File: src/sv/a429tx_pkg.sv
// a429tx_pkg: shared types and codes for the arinc 429 word transmitter
// phase encoding, configuration register indexes and the result layout
// no dependencies
`default_nettype none

package a429tx_pkg;

    typedef enum logic [1:0] {
        PH_IDLE = 2'd0,
        PH_BITS = 2'd1,
        PH_GAP  = 2'd2
    } phase_t;

    // configuration register indexes (byte address is 4 * index)
    localparam logic [1:0] REG_SPEED_HIGH  = 2'd0;
    localparam logic [1:0] REG_HIGH_TICKS  = 2'd1;
    localparam logic [1:0] REG_LOW_TICKS   = 2'd2;

    localparam int unsigned TICK_W = 16;

    localparam logic       SPEED_HIGH_RST = 1'b1;
    localparam logic [15:0] HIGH_TICKS_RST = 16'd10;
    localparam logic [15:0] LOW_TICKS_RST  = 16'd80;

    localparam logic KIND_SEND = 1'b0;
    localparam logic KIND_TICK = 1'b1;

    // result word, line_a in the lowest bit
    typedef struct packed {
        logic word_done;
        logic rejected;
        logic busy_res;
        logic line_b;
        logic line_a;
    } result_t;

endpackage

`default_nettype wire

File: src/sv/arinc429_word_transmitter.sv
// arinc429_word_transmitter: two-wire arinc 429 serializer with apb register port
// depends on a429tx_pkg
`default_nettype none

// Takes one word per clock on the s_ stream while s_tready is high: s_tuser = 1 is
// a time tick, s_tuser = 0 a request to send s_tdata. The result for each word (line
// levels, busy, rejected, word done) is computed in the same cycle from the registered
// transmit state and lands in the output register, or in the skid entry if m_ stalls.
// The sustained rate is one word per clock while m_tready is high; a two-entry output
// buffer keeps s_tready high while one result waits on m_tready. Bit period registers
// may only be written while no word is in flight. Send requests arriving while a word
// or its trailing gap is on the line, or carrying an all-zero word, are rejected.
module arinc429_word_transmitter #(
    parameter int unsigned WORD_BITS   = 32,
    parameter int unsigned GAP_PERIODS = 4
) (
    input  wire logic        aclk,
    input  wire logic        aresetn,

    input  wire logic        s_tvalid,
    output      logic        s_tready,
    input  wire logic [31:0] s_tdata,   // word[31:0]
    input  wire logic        s_tuser,   // kind

    output      logic        m_tvalid,
    input  wire logic        m_tready,
    output      logic [7:0]  m_tdata,   // line_a, line_b, busy_res, rejected, word_done, 3 zero bits

    input  wire logic        psel,
    input  wire logic        penable,
    input  wire logic        pwrite,
    input  wire logic [3:0]  paddr,
    input  wire logic [31:0] pwdata,
    output      logic [31:0] prdata,
    output      logic        pready
);

    localparam int unsigned BITS_W = $clog2(WORD_BITS);
    localparam int unsigned GAP_W  = $clog2(GAP_PERIODS + 1);
    localparam int unsigned TW     = a429tx_pkg::TICK_W;

    // configuration registers
    logic          speed_high_reg;
    logic [TW-1:0] high_ticks_reg;
    logic [TW-1:0] low_ticks_reg;

    // transmit state
    a429tx_pkg::phase_t   phase_reg, phase_next;
    logic [WORD_BITS-1:0] shift_reg, shift_next;
    logic [BITS_W-1:0]    bits_sent_reg, bits_sent_next;
    logic [TW-1:0]        tick_count_reg, tick_count_next;
    logic [GAP_W-1:0]     gap_reg, gap_next;
    logic                 level_a_reg, level_a_next;
    logic                 level_b_reg, level_b_next;

    // output buffer
    a429tx_pkg::result_t  out_reg, skid_reg, result;
    logic                 out_valid_reg, skid_valid_reg;

    logic                 push, pop;
    logic                 is_send, is_tick;
    logic [WORD_BITS-1:0] word_ext;
    logic                 word_zero;
    logic                 parity;
    logic [TW-1:0]        period;
    logic [TW-1:0]        tick_inc;
    logic                 tick_end;
    logic                 send_ok;
    logic                 last_bit;
    logic                 last_gap;

    // ---------------- configuration port ----------------
    logic cfg_wr;
    assign cfg_wr = psel && penable && pwrite && pready;
    assign pready = 1'b1;

    always_ff @(posedge aclk) begin
        if (!aresetn) begin
            speed_high_reg <= a429tx_pkg::SPEED_HIGH_RST;
            high_ticks_reg <= a429tx_pkg::HIGH_TICKS_RST;
            low_ticks_reg  <= a429tx_pkg::LOW_TICKS_RST;
        end else if (cfg_wr) begin
            case (paddr[3:2])
                a429tx_pkg::REG_SPEED_HIGH: speed_high_reg <= pwdata[0];
                a429tx_pkg::REG_HIGH_TICKS: high_ticks_reg <= pwdata[TW-1:0];
                a429tx_pkg::REG_LOW_TICKS:  low_ticks_reg  <= pwdata[TW-1:0];
                default: ;
            endcase
        end
    end

    always_comb begin
        case (paddr[3:2])
            a429tx_pkg::REG_SPEED_HIGH: prdata = {31'd0, speed_high_reg};
            a429tx_pkg::REG_HIGH_TICKS: prdata = {{(32-TW){1'b0}}, high_ticks_reg};
            a429tx_pkg::REG_LOW_TICKS:  prdata = {{(32-TW){1'b0}}, low_ticks_reg};
            default:                    prdata = 32'd0;
        endcase
    end

    // ---------------- shared terms ----------------
    assign push    = s_tvalid && s_tready;
    assign pop     = m_tvalid && m_tready;
    assign is_send = push && (s_tuser == a429tx_pkg::KIND_SEND);
    assign is_tick = push && (s_tuser == a429tx_pkg::KIND_TICK);

    assign word_ext  = WORD_BITS'(s_tdata);
    assign word_zero = (word_ext == '0);
    // odd parity over everything below the top bit
    assign parity    = ~^word_ext[WORD_BITS-2:0];
    assign send_ok   = (phase_reg == a429tx_pkg::PH_IDLE) && !word_zero;

    always_comb begin
        period = speed_high_reg ? high_ticks_reg : low_ticks_reg;
        if (period == '0) begin
            period = TW'(1);
        end
    end

    assign tick_inc = tick_count_reg + TW'(1);
    assign tick_end = (tick_inc >= period);
    assign last_bit = (bits_sent_reg == BITS_W'(WORD_BITS - 1));
    assign last_gap = ((gap_reg + GAP_W'(1)) == GAP_W'(GAP_PERIODS));

    // ---------------- next state ----------------
    always_comb begin
        phase_next      = phase_reg;
        shift_next      = shift_reg;
        bits_sent_next  = bits_sent_reg;
        tick_count_next = tick_count_reg;
        gap_next        = gap_reg;
        level_a_next    = level_a_reg;
        level_b_next    = level_b_reg;

        if (is_send) begin
            if (send_ok) begin
                shift_next      = {parity, word_ext[WORD_BITS-2:0]};
                bits_sent_next  = '0;
                tick_count_next = '0;
                gap_next        = '0;
                phase_next      = a429tx_pkg::PH_BITS;
                level_a_next    = word_ext[0];
                level_b_next    = ~word_ext[0];
            end
        end else if (is_tick) begin
            case (phase_reg)
                a429tx_pkg::PH_BITS: begin
                    tick_count_next = tick_inc;
                    if (tick_end) begin
                        tick_count_next = '0;
                        if (last_bit) begin
                            phase_next = a429tx_pkg::PH_GAP;
                            gap_next   = '0;
                        end else begin
                            // bit 0 of the shifter is always the bit on the line
                            bits_sent_next = bits_sent_reg + BITS_W'(1);
                            shift_next     = shift_reg >> 1;
                            level_a_next   = shift_reg[1];
                            level_b_next   = ~shift_reg[1];
                        end
                    end
                end
                a429tx_pkg::PH_GAP: begin
                    tick_count_next = tick_inc;
                    if (tick_end) begin
                        tick_count_next = '0;
                        gap_next        = gap_reg + GAP_W'(1);
                        if (last_gap) begin
                            phase_next     = a429tx_pkg::PH_IDLE;
                            gap_next       = '0;
                            bits_sent_next = '0;
                        end
                    end
                end
                default: phase_next = a429tx_pkg::PH_IDLE;
            endcase
        end
    end

    // ---------------- result ----------------
    always_comb begin
        result.line_a    = level_a_next;
        result.line_b    = level_b_next;
        result.busy_res  = (phase_next != a429tx_pkg::PH_IDLE);
        result.rejected  = is_send && !send_ok;
        result.word_done = is_tick && (phase_reg == a429tx_pkg::PH_GAP) && tick_end && last_gap;
    end

    always_ff @(posedge aclk) begin
        if (!aresetn) begin
            phase_reg      <= a429tx_pkg::PH_IDLE;
            shift_reg      <= '0;
            bits_sent_reg  <= '0;
            tick_count_reg <= '0;
            gap_reg        <= '0;
            level_a_reg    <= 1'b0;
            level_b_reg    <= 1'b0;
        end else begin
            phase_reg      <= phase_next;
            shift_reg      <= shift_next;
            bits_sent_reg  <= bits_sent_next;
            tick_count_reg <= tick_count_next;
            gap_reg        <= gap_next;
            level_a_reg    <= level_a_next;
            level_b_reg    <= level_b_next;
        end
    end

    // ---------------- two-entry output buffer ----------------
    assign s_tready = !skid_valid_reg;

    always_ff @(posedge aclk) begin
        if (!aresetn) begin
            out_valid_reg  <= 1'b0;
            skid_valid_reg <= 1'b0;
        end else if (!out_valid_reg || pop) begin
            if (skid_valid_reg) begin
                out_valid_reg  <= 1'b1;
                skid_valid_reg <= push;
            end else begin
                out_valid_reg  <= push;
            end
        end else if (push) begin
            skid_valid_reg <= 1'b1;
        end
    end

    always_ff @(posedge aclk) begin
        if (!out_valid_reg || pop) begin
            if (skid_valid_reg) begin
                out_reg  <= skid_reg;
                skid_reg <= result;
            end else begin
                out_reg  <= result;
            end
        end else if (push) begin
            skid_reg <= result;
        end
    end

    assign m_tvalid = out_valid_reg;
    assign m_tdata  = {3'b000, out_reg};

    // ---------------- assertions ----------------
    // lines are always complementary while a word or its gap is on the line
    a_lines_differ: assert property (@(posedge aclk) disable iff (!aresetn)
        (phase_reg != a429tx_pkg::PH_IDLE) |-> (level_a_reg != level_b_reg))
        else $error("line levels not complementary while busy");

    // the skid entry never holds a result while the main entry is empty
    a_skid_order: assert property (@(posedge aclk) disable iff (!aresetn)
        skid_valid_reg |-> out_valid_reg)
        else $error("skid entry valid with empty output register");

    // a word_done result never reports busy
    a_done_idle: assert property (@(posedge aclk) disable iff (!aresetn)
        (out_valid_reg && out_reg.word_done) |-> !out_reg.busy_res)
        else $error("word_done reported while busy");

    // a rejected request leaves the transmit phase unchanged
    a_reject_hold: assert property (@(posedge aclk) disable iff (!aresetn)
        (is_send && !send_ok) |=> (phase_reg == $past(phase_reg)))
        else $error("rejected request changed the phase");

endmodule

`default_nettype wire
File: config.mk
export PLATFORM = sky130hd
export DESIGN_NAME = arinc429_word_transmitter
export DESIGN_NICKNAME = d
export VERILOG_FILES = /design/src/sv/a429tx_pkg.sv /design/src/sv/arinc429_word_transmitter.sv
export SDC_FILE = /design/constraint.sdc
export NUM_CORES = 1
export LEC_CHECK = 0
export ABC_AREA = 1
export BUFFER_PORTS_ARGS = -buffer_cell sky130_fd_sc_hd__buf_2
export CORE_MARGIN = 5
export CORE_UTILIZATION = 55
export DETAILED_ROUTE_END_ITERATION = 8
export PLACE_DENSITY = 0.79
export SLEW_MARGIN = 10
export SYNTH_ARGS = -nofsm -noshare
export SYNTH_HDL_FRONTEND = slang
export SYNTH_SLANG_ARGS = --single-unit
File: constraint.sdc
create_clock -name aclk -period 5.25 [get_ports aclk]
set_input_delay 1.05 -clock aclk [delete_from_list [all_inputs] [get_ports aclk]]
set_output_delay 1.05 -clock aclk [all_outputs]
set_load 0.1 [all_outputs]
==> impl_metrics.yaml <==
routing:
  wirelength_um: 13000
  detail_route.drc_violations: 0
  drtAntennaViolNets: 0
  avgRoutedWirePerCell_um: 12.1
  dr.pass1.iters: 5
  via_count: 5531
  viasPerCell: 5.17
  drt_iter0_markers: 324
critical_path:
  worstPathArrival_ps: 4480
  r2r_start: "speed_high_reg"
  cp_max_fo: 49
  r2r_slack_ps: 1050
  endpoint: "shift_reg[19]"
  crit_path_end_kind: "register"
  critPathLaunch: "speed_high_reg"
  start_kind: "register"
  critical_path_class: "reg -> reg"
  crit_required_ps: 5520
  r2r_cells: 17
  r2r-end: "shift_reg[19]"
place:
  routabilityCongestion: 0.821
  dp_cells: 1053
  io_buffers: 80
  post-dp-hpwl_um: 9340
  place_area_mm2: 0.00657
final_layout:
  final_cells: 1069
  antenna_cells: 0
  nets: 1039
  layout-drive-gt1-share_pct: 15.4
  postLayoutCellArea_mm2: 0.00690
  fill_cells: 1022
  largest_reg_flops: 31
  syn2layout_area_growth_pct: 11.6
logic_synthesis:
  yosysSeqAreaShare_pct: 35.3
  syn_area_mm2: 0.00618
  synth_flop_cell: "dfxtp_1"
  synth_top_area_share_pct: 30.4
  synth_cell_types: 41
  netlist_instances: 864
  synth.avg_cell_area_um2: 7.16
  synth_warnings: 0
  synth_area_leaders: "dfxtp_1, nand2_1, ha_1"
  yosysTopAreaCell: "dfxtp_1"
  synth_edf_count: 10
  ys_seq_elements: 104
  synthArstFlopShare_pct: 0
sta:
  hold_viol: 0
  period_minus_slack_ps: 4200
  worst_clock_skew_ps: 10.8
  max-slew-margin-rel_pct: 36.2
  setup_tns_ps: 0
  rsz0062_at_grt: "false"
  finalCritPeriodShare_pct: 80.1
  whs_ps: 448
  maxSlewViolCount: 0
  timing.fmax_ghz: 0.238
  setup_violations: 0
  tightest_slew_ps: 955
outcome:
  outcome: "finished clean"
die:
  ios: 119
  fp.dieArea_mm2: 0.0135
  num_rows: 38
  core-area_mm2: 0.0109
  fp.dieH_um: 116
  die_x_um: 116
  start_util_pct: 56.6
clock_tree:
  cts_resized: 0
  cts_tree: "built"
  cts_htree_levels: 3
  clock_latency_ps: 340
  cts_buffers: 9
  cts_buffer_depth: 2
  numClockSinks: 104
  clkTransAtPathRegs_ps: 80
  post-cts-setup-buffers: 0
  root_buffer: "clkbuf_16"
  ctsHoldBuffers: 0
grt:
  grt_max_degree: 70
  grt_usage_pct: 19.4
  grt_antenna_before_repair: 0
  grt_pass1_vias: 4905
  grt_overflow_total: 0
  grt_pass1_wl_um: 21700
run:
  maxCapViolCount: 0
power:
  ir_drop_mv: 0.197
  leakagePower_nw: 3.22
  power.density_mw_per_mm2: 280
  power_mw: 1.93
worst_hold_path:
  hp-class: "reg -> reg"
[final cells by class]
cell class	instances	area, um^2	area share [%]
multi-input combinational	594	3290	47.7
sequential	104	2180	31.6
inverter	130	488	7.07
timing repair buffer	85	438	6.35
clock buffer	10	250	3.63
tap	140	175	2.54
clock inverter	6	78.8	1.14
[layout by cell type, fill, tap and decap left out, drive strengths merged]
cell	instances
xor2	14
nor4	3
a31oi	1
edfxtp	10
nor3	5
o22ai	1
xnor2	15
nand3	21
o21ai	134
dfxtp	94
a21oi	81
clkbuf	10
ha	39
o21a	1
conb	20
nand4	14
buf	85
or2	1
clkinv	4
o31ai	1
nand2	171
inv	131
nand3b	2
bufinv	1
a211oi	1
o41ai	1
o211ai	4
nor2	64
[per-stage QoR]
stage	setup slack, ps	util [%]
CTS	1090	63.1
global placement	1230	60.1
finish	1050	63.1
global route	683	63.1
floorplan	675	-
detailed placement	1130	60.1
[logic make-up (layout without fill, tap and decap cells)]
| kind of cell | after synthesis | count (layout) | synth area share [%] |
|---|---|---|---|
| fa+ha+maj | 39 | 39 | 7.89 |
| xor+xnor | 29 | 29 | 4.35 |
| compound gates | 225 | 225 | 19.0 |
| other cells | 2 | 20 | 0.121 |
| flops | 104 | 104 | 35.3 |
| simple gates | 281 | 281 | 20.7 |
| buf+inv | 184 | 231 | 12.6 |
[report_power, final]
group          switching (mW)  internal [mW]  total (mW)
combinational           0.267         0.0988       0.365
clock                   0.320          0.410       0.731
sequential             0.0108          0.827       0.838
total                   0.598           1.34        1.93
[layer usage]
metal | part of all wire (%) | GRT usage (%)
met5 | 0 | 0
met3 | 4.9 | 3.19
met4 | 1.7 | 5.41
met1 | 47 | 26.7
met2 | 46 | 31.6
[synthesized netlist by cell type, types with 3 or more instances]
cell,number
a21oi_1,78
buf_2,13
buf_4,20
clkbuf_1,21
clkinv_1,3
dfxtp_1,94
edfxtp_1,10
ha_1,39
inv_1,114
inv_2,13
nand2_1,166
nand2_2,5
nand3_1,16
nand3_2,5
nand4_1,14
nor2_1,56
nor2_2,4
nor2_4,3
nor3_1,3
o211ai_1,4
o21ai_0,90
o21ai_1,44
xnor2_1,14
xor2_1,13
[worst min path at each step]
stage | start | endpoint | slack, ps | cells after the start
global route | shift_reg[17] | shift_reg[17] | 460 | 2
floorplan | shift_reg[10] | shift_reg[10] | 430 | 2
finish | shift_reg[13] | shift_reg[13] | 450 | 2
detailed placement | shift_reg[20] | shift_reg[20] | 440 | 2
CTS | shift_reg[20] | shift_reg[20] | 450 | 2
global placement | shift_reg[9] | shift_reg[9] | 440 | 2
[critical path, stage by stage (launching register included)]
cell and delay (ps):
dfxtp_1 960, nand2_1 110, o21ai_0 240, nand4_1 210, o41ai_1 460, ha_1 300, nand4_1 100, nor2_1 50
nor2_1 80, nand2_1 70, nand2_1 70, nand2_2 110, nor2_2 190, nor2_1 70, nand2_2 600, buf_4 280
o21ai_1 70, a21oi_1 140
Note: power is estimated with default switching activity, not from simulation.
